**config.mk**
```make
export PLATFORM = sky130hd
export DESIGN_NAME = playfair_pair_decrypt
export DESIGN_NICKNAME = d
export VERILOG_FILES = /design/src/hdl/pfd_pkg.sv /design/src/hdl/pfd_fifo.sv /design/src/hdl/pfd_front.sv /design/src/hdl/pfd_back.sv /design/src/hdl/playfair_pair_decrypt.sv
export SDC_FILE = /design/constraint.sdc
export NUM_CORES = 1
export LEC_CHECK = 0
export BUFFER_PORTS_ARGS = -buffer_cell sky130_fd_sc_hd__buf_2
export CAP_MARGIN = 20
export CORE_AREA = 2 2 234 236
export DETAILED_ROUTE_END_ITERATION = 8
export DIE_AREA = 0 0 236 238
export HOLD_SLACK_MARGIN = 0.03
export PLACE_DENSITY = 0.45
export SETUP_SLACK_MARGIN = 0.4
export SLEW_MARGIN = 5
export SYNTH_ARGS = -nofsm -noshare
export SYNTH_HDL_FRONTEND = slang
export SYNTH_SLANG_ARGS = --single-unit
```
**constraint.sdc**
```tcl
create_clock -name clk -period 4.3 [get_ports clk]
set_clock_uncertainty 0.15 [all_clocks]
set_input_delay 0.43 -clock clk [delete_from_list [all_inputs] [get_ports clk]]
set_output_delay 0.43 -clock clk [all_outputs]
set_load 0.02 [all_outputs]
```
**src/hdl/pfd_pkg.sv**
```systemverilog
// Shared types, constants and lookup functions for the Playfair pair decryptor.
`default_nettype none

package pfd_pkg;

  // Square geometry and letter code width.
  localparam int GRID_SIDE      = 5;
  localparam int CODE_BITS      = 5;
  localparam int ROW_BITS       = GRID_SIDE * CODE_BITS;
  localparam int IDX_BITS       = $clog2(GRID_SIDE);
  localparam int CFG_INDEX_BITS = 3;

  // Configuration register indexes.
  typedef enum logic [CFG_INDEX_BITS-1:0] {
    CFG_KEY_ROW_0 = 3'd0,
    CFG_KEY_ROW_1 = 3'd1,
    CFG_KEY_ROW_2 = 3'd2,
    CFG_KEY_ROW_3 = 3'd3,
    CFG_KEY_ROW_4 = 3'd4
  } cfg_reg_e;

  typedef logic [CODE_BITS-1:0] code_t;
  typedef logic [IDX_BITS-1:0]  idx_t;

  // Key square: row r, column c sits in grid[r][5c+4:5c].
  typedef logic [GRID_SIDE-1:0][ROW_BITS-1:0] grid_t;

  // Position of one letter in the square.
  typedef struct packed {
    logic found;
    idx_t row;
    idx_t col;
  } loc_t;

  // Classified item passed from the front to the back.
  typedef struct packed {
    loc_t loc_a;
    loc_t loc_b;
  } pair_loc_t;

  // Result item.
  typedef struct packed {
    code_t plain_first;
    code_t plain_second;
    logic  letter_missing;
  } result_t;

  // Finds the first match in row-major order; scanning backwards lets the
  // earliest cell overwrite later ones.
  function automatic loc_t locate(code_t code, grid_t grid);
    loc_t res;
    res = '0;
    for (int r = GRID_SIDE - 1; r >= 0; r--) begin
      for (int c = GRID_SIDE - 1; c >= 0; c--) begin
        if (grid[r][c*CODE_BITS +: CODE_BITS] == code) begin
          res.found = 1'b1;
          res.row   = IDX_BITS'(r);
          res.col   = IDX_BITS'(c);
        end
      end
    end
    return res;
  endfunction

  // Reads the letter at one cell.
  function automatic code_t cell_at(grid_t grid, idx_t row, idx_t col);
    return grid[row][col*CODE_BITS +: CODE_BITS];
  endfunction

  // One step left or up, wrapping at the edge.
  function automatic idx_t step_back(idx_t v);
    return (v == '0) ? IDX_BITS'(GRID_SIDE - 1) : v - 1'b1;
  endfunction

endpackage

`default_nettype wire

```
**src/hdl/pfd_fifo.sv**
```systemverilog
// Small register-based queue with combinational head read.
`default_nettype none

module pfd_fifo #(
  parameter int WIDTH = 8,
  parameter int DEPTH = 2
) (
  input  wire logic             clk,
  input  wire logic             rst,
  input  wire logic             wr_en,
  input  wire logic [WIDTH-1:0] wr_data,
  input  wire logic             rd_en,
  output logic      [WIDTH-1:0] rd_data,
  output logic                  full,
  output logic                  empty
);

  localparam int PTR_BITS = (DEPTH > 1) ? $clog2(DEPTH) : 1;
  localparam int CNT_BITS = $clog2(DEPTH + 1);

  logic [WIDTH-1:0]    mem [DEPTH];
  logic [PTR_BITS-1:0] wr_ptr;
  logic [PTR_BITS-1:0] rd_ptr;
  logic [CNT_BITS-1:0] count;

  assign full    = (count == CNT_BITS'(DEPTH));
  assign empty   = (count == '0);
  assign rd_data = mem[rd_ptr];

  // Storage is written only when there is room.
  always_ff @(posedge clk) begin
    if (wr_en && !full) begin
      mem[wr_ptr] <= wr_data;
    end
  end

  // Pointers wrap at the depth; the count tracks occupancy.
  always_ff @(posedge clk) begin
    if (rst) begin
      wr_ptr <= '0;
      rd_ptr <= '0;
      count  <= '0;
    end else begin
      if (wr_en && !full) begin
        wr_ptr <= (wr_ptr == PTR_BITS'(DEPTH - 1)) ? '0 : wr_ptr + 1'b1;
      end
      if (rd_en && !empty) begin
        rd_ptr <= (rd_ptr == PTR_BITS'(DEPTH - 1)) ? '0 : rd_ptr + 1'b1;
      end
      case ({wr_en && !full, rd_en && !empty})
        2'b10:   count <= count + 1'b1;
        2'b01:   count <= count - 1'b1;
        default: count <= count;
      endcase
    end
  end

endmodule

`default_nettype wire

```
**src/hdl/pfd_front.sv**
```systemverilog
// Front part: takes a ciphertext pair and locates both letters in the square.
`default_nettype none

module pfd_front (
  input  wire logic              push,
  input  wire pfd_pkg::code_t    first_cipher,
  input  wire pfd_pkg::code_t    second_cipher,
  input  wire pfd_pkg::grid_t    grid,
  input  wire logic              queue_full,
  output logic                   full,
  output logic                   queue_wr,
  output pfd_pkg::pair_loc_t     queue_data
);

  // An item is taken whenever the middle queue has room.
  assign full     = queue_full;
  assign queue_wr = push && !queue_full;

  // Parallel compare against all cells, first match wins.
  always_comb begin
    queue_data.loc_a = pfd_pkg::locate(first_cipher, grid);
    queue_data.loc_b = pfd_pkg::locate(second_cipher, grid);
  end

endmodule

`default_nettype wire

```
**src/hdl/pfd_back.sv**
```systemverilog
// Back part: applies the Playfair decryption rules to a located pair.
`default_nettype none

module pfd_back (
  input  wire pfd_pkg::grid_t     grid,
  input  wire logic               queue_empty,
  input  wire pfd_pkg::pair_loc_t queue_data,
  input  wire logic               out_full,
  output logic                    queue_rd,
  output logic                    out_wr,
  output pfd_pkg::result_t        out_data
);

  pfd_pkg::loc_t a;
  pfd_pkg::loc_t b;

  assign a = queue_data.loc_a;
  assign b = queue_data.loc_b;

  // Move one item per cycle when the result queue has room.
  assign queue_rd = !queue_empty && !out_full;
  assign out_wr   = queue_rd;

  // A missing letter sets the flag; same row shifts left, same column shifts up, otherwise columns swap.
  always_comb begin
    out_data = '0;
    if (!a.found || !b.found) begin
      out_data.letter_missing = 1'b1;
    end else if (a.row == b.row) begin
      out_data.plain_first  = pfd_pkg::cell_at(grid, a.row, pfd_pkg::step_back(a.col));
      out_data.plain_second = pfd_pkg::cell_at(grid, b.row, pfd_pkg::step_back(b.col));
    end else if (a.col == b.col) begin
      out_data.plain_first  = pfd_pkg::cell_at(grid, pfd_pkg::step_back(a.row), a.col);
      out_data.plain_second = pfd_pkg::cell_at(grid, pfd_pkg::step_back(b.row), b.col);
    end else begin
      out_data.plain_first  = pfd_pkg::cell_at(grid, a.row, b.col);
      out_data.plain_second = pfd_pkg::cell_at(grid, b.row, a.col);
    end
  end

endmodule

`default_nettype wire

```
**src/hdl/playfair_pair_decrypt.sv**
```systemverilog
// Top level of the Playfair pair decryptor: key registers, front, queues and back.
// An item pushed is located into the middle queue, decrypted into the result queue
// and shown at its head. Throughput: one item per cycle while results are popped,
// set by the single located-pair move from the middle to the result queue.
// Reset: synchronous rst empties both queues and clears every key row to zero.
`default_nettype none

module playfair_pair_decrypt #(
  parameter int QUEUE_DEPTH = 2
) (
  input  wire logic                                 clk,
  input  wire logic                                 rst,
  input  wire logic                                 push,
  output logic                                      full,
  input  wire logic [pfd_pkg::CODE_BITS-1:0]        first_cipher,
  input  wire logic [pfd_pkg::CODE_BITS-1:0]        second_cipher,
  output logic                                      empty,
  input  wire logic                                 pop,
  output logic      [pfd_pkg::CODE_BITS-1:0]        plain_first,
  output logic      [pfd_pkg::CODE_BITS-1:0]        plain_second,
  output logic                                      letter_missing,
  input  wire logic                                 cfg_valid,
  output logic                                      cfg_ready,
  input  wire logic [pfd_pkg::CFG_INDEX_BITS-1:0]   cfg_index,
  input  wire logic [pfd_pkg::ROW_BITS-1:0]         cfg_data
);

  pfd_pkg::grid_t     grid;
  logic               mid_wr;
  logic               mid_rd;
  logic               mid_full;
  logic               mid_empty;
  pfd_pkg::pair_loc_t mid_wr_data;
  pfd_pkg::pair_loc_t mid_rd_data;
  logic               out_wr;
  logic               out_full;
  pfd_pkg::result_t   out_wr_data;
  pfd_pkg::result_t   out_rd_data;

  // Key rows accept a write in any cycle; unknown indexes are dropped.
  assign cfg_ready = 1'b1;

  always_ff @(posedge clk) begin
    if (rst) begin
      grid <= '0;
    end else if (cfg_valid && cfg_ready) begin
      unique case (pfd_pkg::cfg_reg_e'(cfg_index))
        pfd_pkg::CFG_KEY_ROW_0: grid[0] <= cfg_data;
        pfd_pkg::CFG_KEY_ROW_1: grid[1] <= cfg_data;
        pfd_pkg::CFG_KEY_ROW_2: grid[2] <= cfg_data;
        pfd_pkg::CFG_KEY_ROW_3: grid[3] <= cfg_data;
        pfd_pkg::CFG_KEY_ROW_4: grid[4] <= cfg_data;
        default: grid <= grid;
      endcase
    end
  end

  // Front part locates both letters.
  pfd_front u_front (
    .push          (push),
    .first_cipher  (first_cipher),
    .second_cipher (second_cipher),
    .grid          (grid),
    .queue_full    (mid_full),
    .full          (full),
    .queue_wr      (mid_wr),
    .queue_data    (mid_wr_data)
  );

  // Queue between the front and the back.
  pfd_fifo #(
    .WIDTH ($bits(pfd_pkg::pair_loc_t)),
    .DEPTH (QUEUE_DEPTH)
  ) u_mid_fifo (
    .clk     (clk),
    .rst     (rst),
    .wr_en   (mid_wr),
    .wr_data (mid_wr_data),
    .rd_en   (mid_rd),
    .rd_data (mid_rd_data),
    .full    (mid_full),
    .empty   (mid_empty)
  );

  // Back part produces the plaintext pair.
  pfd_back u_back (
    .grid        (grid),
    .queue_empty (mid_empty),
    .queue_data  (mid_rd_data),
    .out_full    (out_full),
    .queue_rd    (mid_rd),
    .out_wr      (out_wr),
    .out_data    (out_wr_data)
  );

  // Result queue seen by the consumer.
  pfd_fifo #(
    .WIDTH ($bits(pfd_pkg::result_t)),
    .DEPTH (QUEUE_DEPTH)
  ) u_out_fifo (
    .clk     (clk),
    .rst     (rst),
    .wr_en   (out_wr),
    .wr_data (out_wr_data),
    .rd_en   (pop),
    .rd_data (out_rd_data),
    .full    (out_full),
    .empty   (empty)
  );

  assign plain_first    = out_rd_data.plain_first;
  assign plain_second   = out_rd_data.plain_second;
  assign letter_missing = out_rd_data.letter_missing;

endmodule

`default_nettype wire

```
# Yosys cells after proc, flatten, opt, wreduce, memory -nomap -nowiden
# Memories as Yosys holds them, arrays and structs flattened. A register that Yosys moved wholly into a read port is not among the register bits.
# Cells that the tools add are included.
[totals]
register_bits = 133
mem_count = 2
out_inout_bits = 14
ramBits = 50
wordCells = 208
[mem_list]
columns = ["name", "depth", "width", "rd", "rd_ports_with_merged_regs", "wr", "line_no", "source"]
rows = [
  ["u_mid_fifo.mem", 2, 14, 1, 1, 1, "pfd_fifo.sv:21", "logic [WIDTH-1:0] mem [DEPTH];"],
  ["u_out_fifo.mem", 2, 11, 1, 1, 1, "pfd_fifo.sv:21", ""],
]
[op_classes]
eq_ne = 62
reduce_logical = 27
n_addsub = 12
n_mul = 4
n_lt_le_gt_ge = 4
mux = 80
shift = 6
[op_table]
columns = ["cell", "n"]
rows = [
  ["7-bit 2-to-1 mux", 50],
  ["25-bit binary-select mux with 3-bit select", 4],
  ["5-bit == test", 50],
  ["25-bit by 7-bit indexed part select with 5-bit output", 6],
  ["25-bit 2-to-1 mux", 4],
  ["10-bit 2-to-1 mux", 3],
  ["3-bit by 3-bit multiplier with 6-bit output, second input constant", 4],
  ["3-bit by 4-bit < comparator with 1-bit output, second input constant", 4],
  ["3-bit zero test", 5],
  ["1-bit 2-to-1 mux", 13],
  ["3-bit 2-to-1 mux", 4],
  ["3-bit by 1-bit subtractor with 3-bit output, second input constant", 4],
  ["2-bit AND reduction", 5],
  ["2-bit == test, second input constant", 4],
  ["2-bit case mux with 2 select lines", 2],
  ["3-bit by 2-bit == test with 1-bit output, second input constant", 2],
  ["3-bit == test", 2],
  ["1-bit logical AND", 6],
  ["1-bit zero test", 6],
  ["1-bit adder, second input constant", 4],
  ["2-bit by 1-bit adder with 2-bit output, second input constant", 2],
  ["2-bit by 1-bit == test with 1-bit output, second input constant", 2],
  ["2-bit zero test", 2],
  ["2-bit nonzero test", 2],
  ["other kinds (4)", 5],
]

# Depth between registers and ports, before layout
[logic_depth]
word_depth = 26
depth_mapped = 17

# By module
# A second synthesis with hierarchy kept.
[hier_totals]
cells_unflattened = 1937
hier_area_um2 = 17339.1
[modules_own_cells]
columns = ["module", "area_per_inst_um2", "seq_area_each_um2", "n_inst", "cells_each"]
rows = [
  ["pfd_back", 6493.7, 0.0, 1, 870],
  ["playfair_pair_decrypt", 4949.7, 2502.4, 1, 439],
  ["pfd_front", 3654.8, 0.0, 1, 499],
  ["pfd_fifo at u_mid_fifo", 1227.4, 940.9, 1, 69],
  ["pfd_fifo at u_out_fifo", 1013.5, 760.7, 1, 60],
]

# Least setup slack after synthesis
# Ideal clock, no wire load.
[synth_timing]
kind = "register -> register"
startpoint = "register with a tool-made name"
endpoint = "memory u_out_fifo.mem[0][2] (netlist name) (data pin)"
stages_incl_launch_ff = 16
t_required_ns = 3.992
setup_slack_ns = 0.713
arrival_ns = 3.279
setup_ns = 0.158
cell_sequence = "dfxtp_1 -> buf_6 -> mux2i_4 -> buf_4 -> buf_4 -> nand2_1 -> inv_1 -> ha_1 -> clkbuf_1 -> o21ai_1 -> a211oi_2 -> a21oi_1 -> a21oi_1 -> o2111ai_1 -> o32a_1 -> nor3_2"
[synth_rtl]
columns = ["item", "line_no"]
rows = [
  ["to (decl)", "pfd_fifo.sv:21"],
]

==> results.md <==
Logic synthesis:
- The synthesized design devotes to its leading area cell type around 17% of total area.
- Yosys printed 0 warnings.
- The adder and majority gate portion of the synthesized area is less than 1%.
- In this run, distinct cell masters in the synthesized netlist total 84.
- Among all flip-flop cells after synthesis, the most frequent one is sky130_fd_sc_hd__dfxtp_1.
- The synthesized netlist devotes between 10% and 20% of its cell area to compound gates.
- The post-synthesis net count is 2,203.
- The share of synthesized registers carrying an async set or reset is 0%.
- The number of flops mapped to enable cells by yosys is 50.
- Synthesis handed over a netlist of around 2,200 instances.
- Counting instances in the post-synthesis netlist gives the leading cell types as sky130_fd_sc_hd__nand2_1 (472), sky130_fd_sc_hd__a21oi_1 (240), sky130_fd_sc_hd__clkbuf_1 (140).
- The xor/xnor cell area share of the yosys netlist is about 15%.
- The netlist area before placement is 0.0159 mm².
- The dominant combinational cell family by area after synthesis is simple AND/OR/NAND/NOR gates.
- The average instance area after synthesis is between 7 and 8 µm².
- The largest total area in the synthesized netlist belongs to sky130_fd_sc_hd__dfxtp_1.
- The synthesized netlist devotes between 20% and 30% of its cell area to simple gates.
- The most frequent cell after synthesis is sky130_fd_sc_hd__nand2_1.
- Multiplexer cells account for slightly above 9% of the synthesized area.
- For this run, the register share of the synthesized area comes to about a quarter.
- Sorting the synthesized cells by area gives the leading types as sky130_fd_sc_hd__dfxtp_1 (17%), sky130_fd_sc_hd__nand2_1 (11%), sky130_fd_sc_hd__edfxtp_1 (9.4%), sky130_fd_sc_hd__a21oi_1 (7.5%), sky130_fd_sc_hd__xor2_1 (7.5%).
- The synthesized design contains between 150 and 200 register bits.

Global routing:
- The most used routing layer in global routing is met2.
- For met2 alone, demand over resource in global routing was roughly 45%.
- The global route total overflow is 0.
- The fraction of met1 tracks used by global routing is 39.5%.
- The global-route met3 utilization is 6.80%.
- The first-pass GRT wire length is approximately 120,000 µm.
- The via count of the first global-routing pass came to 15,522.
- The overall routing resource usage is between 20% and 30%.
- The number of antenna violations at the first check in global routing came to 0.
- Entering global routing, the biggest net connects 78 pins.

Placed design:
- The congestion estimate from routability-driven global placement came to 1.02.
- The count of port buffers added during placement is 55.
- At the placement stage, the worst setup path has a slack of -0.0794 ns.
- The estimated wirelength of the detail-placed design is a little over 60,000 µm.

Finish:
- Summing all multi-input logic gate instances after layout gives 0.0105 mm².
- The layout cell share with drive strength beyond 1 is between 10% and 20%.
- The filler cells instantiated in the layout total 5,782.
- Across the whole layout, storage elements account for between 0.004 and 0.005 mm².
- The area growth from synthesis to layout is 9.79%.
- For this run, the post-layout net count is 2,135.

Timing:
- The share of the clock period used by the worst path is 84.6%.
- The time the final worst path needs with I/O delays and setup is about 3.6 ns.
- The aggregate negative setup slack is 0 ns.
- Setup violations remaining at the end of the flow were counted as 0.
- The worst max-slew margin expressed relative to the limit is 33.6%.
- Setup repair after global routing left no endpoint under its margin.
- The upper clock frequency limit is approximately 270 MHz.
- In the post-route analysis, the smallest setup slack over all paths is 0.663 ns.
- The final hold violation count came to 0.
- For the pin with the worst max-slew slack, the measured transition is between 0.9 and 1 ns.
- The number of max-slew violations in the final report is 0.

Worst setup path:
- The signal on the critical path passes through buf_4, mux2i_4, nand2_1, inv_1, ha_1, buf_4, nand2b_1, buf_4, buf_4, o21ai_0, a2111oi_2, buf_4, nor3_1, nor4_1.
- The worst path buffer plus inverter count is 6.
- The highest net fanout along the worst path is 22.
- The data arrival time at the worst-slack endpoint is roughly 3.8 ns.
- The cell occurring most often along the worst timing path is sky130_fd_sc_hd__buf_4.
- Across all register-to-register paths, the minimum setup slack is ~0.66 ns.
- The data required time at the worst endpoint is between 4 and 5 ns.
- In this run the number of cells on the critical path is 14.
- The largest incremental delay on the critical path is just over 0.5 ns.
- STA classifies the critical path endpoint as a flip-flop.
- STA classifies the critical path startpoint as a flip-flop.
- Counting cells, the worst reg-to-reg path comes to 14.
- The critical-path cell with the highest stage delay is sky130_fd_sc_hd__a2111oi_2.
- The critical path is of the flip-flop to flip-flop type.
- Grouping stages by cell kind, the critical path spends the most delay in buffers and inverters.
- The critical register-to-register path endpoint is u_out_fifo.mem[1][8]$_DFFE_PP_.

Route:
- Dividing the detail-routed wire length by the instance count gives ~30 µm.
- The remaining routing DRC violations is 0.
- The via density per instance is roughly 6.
- The count of TritonRoute iterations in the first routing pass is 7.
- Once detail routing completed, the nets flagged for antenna violations numbered 0.
- The count of routing violations after the opening detailed-route iteration is about 2,500.
- Wires add up to between 80,000 and 90,000 µm.
- Detailed routing inserted a total of around 17,000 vias.

Floorplanning:
- The standard cell core area is around 0.053 mm².
- 57 I/O pins were placed.
- The die covers roughly 0.056 mm².
- The floorplan step set the die height to 238 µm.
- The number of rows in the core area is between 80 and 90.
- From left edge to right edge, the die measures between 200 and 250 µm.
- For this configuration, the core starts out at a cell density of around 30%.

Pwr:
- Dividing total power by cell area gives a power density of between 400 and 500 mW/mm².
- In this run the static leakage power is slightly above 6 nW.
- VDD sags by at most 0.357 mV.

Clock tree:
- The deepest clock path buffer count is 2.
- In this run the post-CTS setup repair buffer count came out at 0.
- Buffers inserted during clock tree synthesis total 17.
- TritonCTS built the clock tree.
- The H-tree depth reported by CTS is 4.
- The number of clock sinks seen by CTS is about 190.
- The clock root buffer is sky130_fd_sc_hd__clkbuf_16.
- The clock network latency to the later pin of the worst-skew pair is 0.51 ns.
- After clock tree synthesis, the clock-pin slew on the worst setup and hold paths is 0.08 ns.

Outcome:
- The run finished with clean final reports.

Min path:
- The cell depth of the worst hold path is 3.
- The path class of the tightest hold or removal check is input port to flip-flop.
- For hold timing, the worst endpoint is grid[73]$_SDFFE_PP0P_.
- The startpoint of the tightest hold check path is cfg_data[23].

Run:
- The tool flagged a number of max-cap violations equal to 0.
metrics by stage:
step | std cells | power, W | cell area (µm²) | hold WS (ns) | utilization (%)
after floorplan | 2154 | 0.00528 | 15900 | 0.321 | -
after detailed placement | 2749 | 0.00683 | 16700 | 0.349 | 31.3
after global placement | 2749 | 0.00687 | 16700 | 0.337 | 31.3
after global routing | 2795 | 0.00895 | 17500 | 0.0594 | 32.7
after CTS | 2795 | 0.00847 | 17500 | 0.0305 | 32.7
final | 2797 | 0.00855 | 17500 | 0.0656 | 32.7
layer usage:
layer	up-vias	routed length [µm]
met5	-	0
met3	219	9130
met1	8117	34300
met2	1141	35800
li1	7344	-
met4	0	4130
registers in the layout (all words and copies together), names as in the netlist, named ones only:
register	cells
grid	125
u_mid_fifo.mem	28
u_out_fifo.mem	22
u_mid_fifo.count	2
u_out_fifo.count	2
u_mid_fifo.rd_ptr	1
u_mid_fifo.wr_ptr	1
u_out_fifo.rd_ptr	1
u_out_fifo.wr_ptr	1
layout by cell type (no fill, tap or decap), types with 6 or more instances in the layout:
master                            n
sky130_fd_sc_hd__a311oi_1        14
sky130_fd_sc_hd__and3_1          14
sky130_fd_sc_hd__a21oi_1        240
sky130_fd_sc_hd__nand4_1          9
sky130_fd_sc_hd__nand3_1         78
sky130_fd_sc_hd__nand2_1        472
sky130_fd_sc_hd__a32oi_1          8
sky130_fd_sc_hd__mux2_2          21
sky130_fd_sc_hd__o22ai_1         21
sky130_fd_sc_hd__nor3_1          81
sky130_fd_sc_hd__buf_2           54
sky130_fd_sc_hd__nor3b_1          6
sky130_fd_sc_hd__inv_1           20
sky130_fd_sc_hd__xnor2_1        128
sky130_fd_sc_hd__nor2_1          66
sky130_fd_sc_hd__xor2_1         136
sky130_fd_sc_hd__edfxtp_1        50
sky130_fd_sc_hd__nand2b_1        14
sky130_fd_sc_hd__dfxtp_1        134
sky130_fd_sc_hd__or3_1            6
sky130_fd_sc_hd__nor2b_1         11
sky130_fd_sc_hd__clkbuf_16       17
sky130_fd_sc_hd__o221ai_1         8
sky130_fd_sc_hd__buf_4          106
sky130_fd_sc_hd__a22oi_1         30
sky130_fd_sc_hd__a31oi_1         31
sky130_fd_sc_hd__mux4_2          25
sky130_fd_sc_hd__ha_1             6
sky130_fd_sc_hd__a221oi_1        19
sky130_fd_sc_hd__a211oi_1        14
sky130_fd_sc_hd__o21ai_0         76
sky130_fd_sc_hd__dlygate4sd3_1   14
sky130_fd_sc_hd__and2_1           9
sky130_fd_sc_hd__nor4_1           6
sky130_fd_sc_hd__mux2i_1         46
repair_timing:
item | 4_1_cts | 5_1_grt
endpoints found under the hold margin | 48 | 0
setup endpoints to repair | 4 | 12
pin swaps | 0 | 1
resized for setup | 3 | 3
hold buffers | 14 | 0
worst reg2reg max path: cells and delay by family, from the launching register on:
kind	cells	cell delay, ns
AND/OR/NAND/NOR	4	0.58
multiplexers	1	0.26
AO/OA/AOI/OAI	2	0.63
adder cells (fa/ha/maj)	1	0.14
buffers and inverters	6	1.20
flip-flops	1	0.44
where the power goes:
part	switching (W)	leakage, nW	internal [W]
logic	0.00310	4.30	0.00161
registers	0.000196	1.57	0.00203
clock network	0.000832	0.283	0.000773
total	0.00413	6.15	0.00442
logic make-up after synthesis:
group / count (synthesis)
AOI/OAI and AO/OA: 514
xor gates and xnor gates: 264
adders and majority gates: 6
buffers and inverters: 286
DFF: 185
muxes: 104
other: 1
and+or+nand+nor: 794
final cells by class:
| type | count | area share (%) |
|---|---|---|
| Clock buffer | 18 | 2.45 |
| Inverter | 23 | 0.508 |
| Antenna cell | 2 | 0.0286 |
| Timing Repair Buffer | 176 | 7.12 |
| Clock inverter | 14 | 0.901 |
| Tap cell | 696 | 4.98 |
| Multi-Input combinational cell | 1683 | 60.0 |
| Sequential cell | 185 | 24.1 |
worst max path at each step:
stage               startpoint                              to
floorplan            flip-flop  u_out_fifo.mem[0][2]$_DFFE_PP_
global placement     flip-flop  u_out_fifo.mem[0][8]$_DFFE_PP_
detailed placement   flip-flop  u_out_fifo.mem[0][8]$_DFFE_PP_
CTS                  flip-flop  u_out_fifo.mem[1][8]$_DFFE_PP_
global route         flip-flop  u_out_fifo.mem[1][8]$_DFFE_PP_
finish               flip-flop  u_out_fifo.mem[1][8]$_DFFE_PP_
No activity file was read; power rests on OpenSTA's default activity.
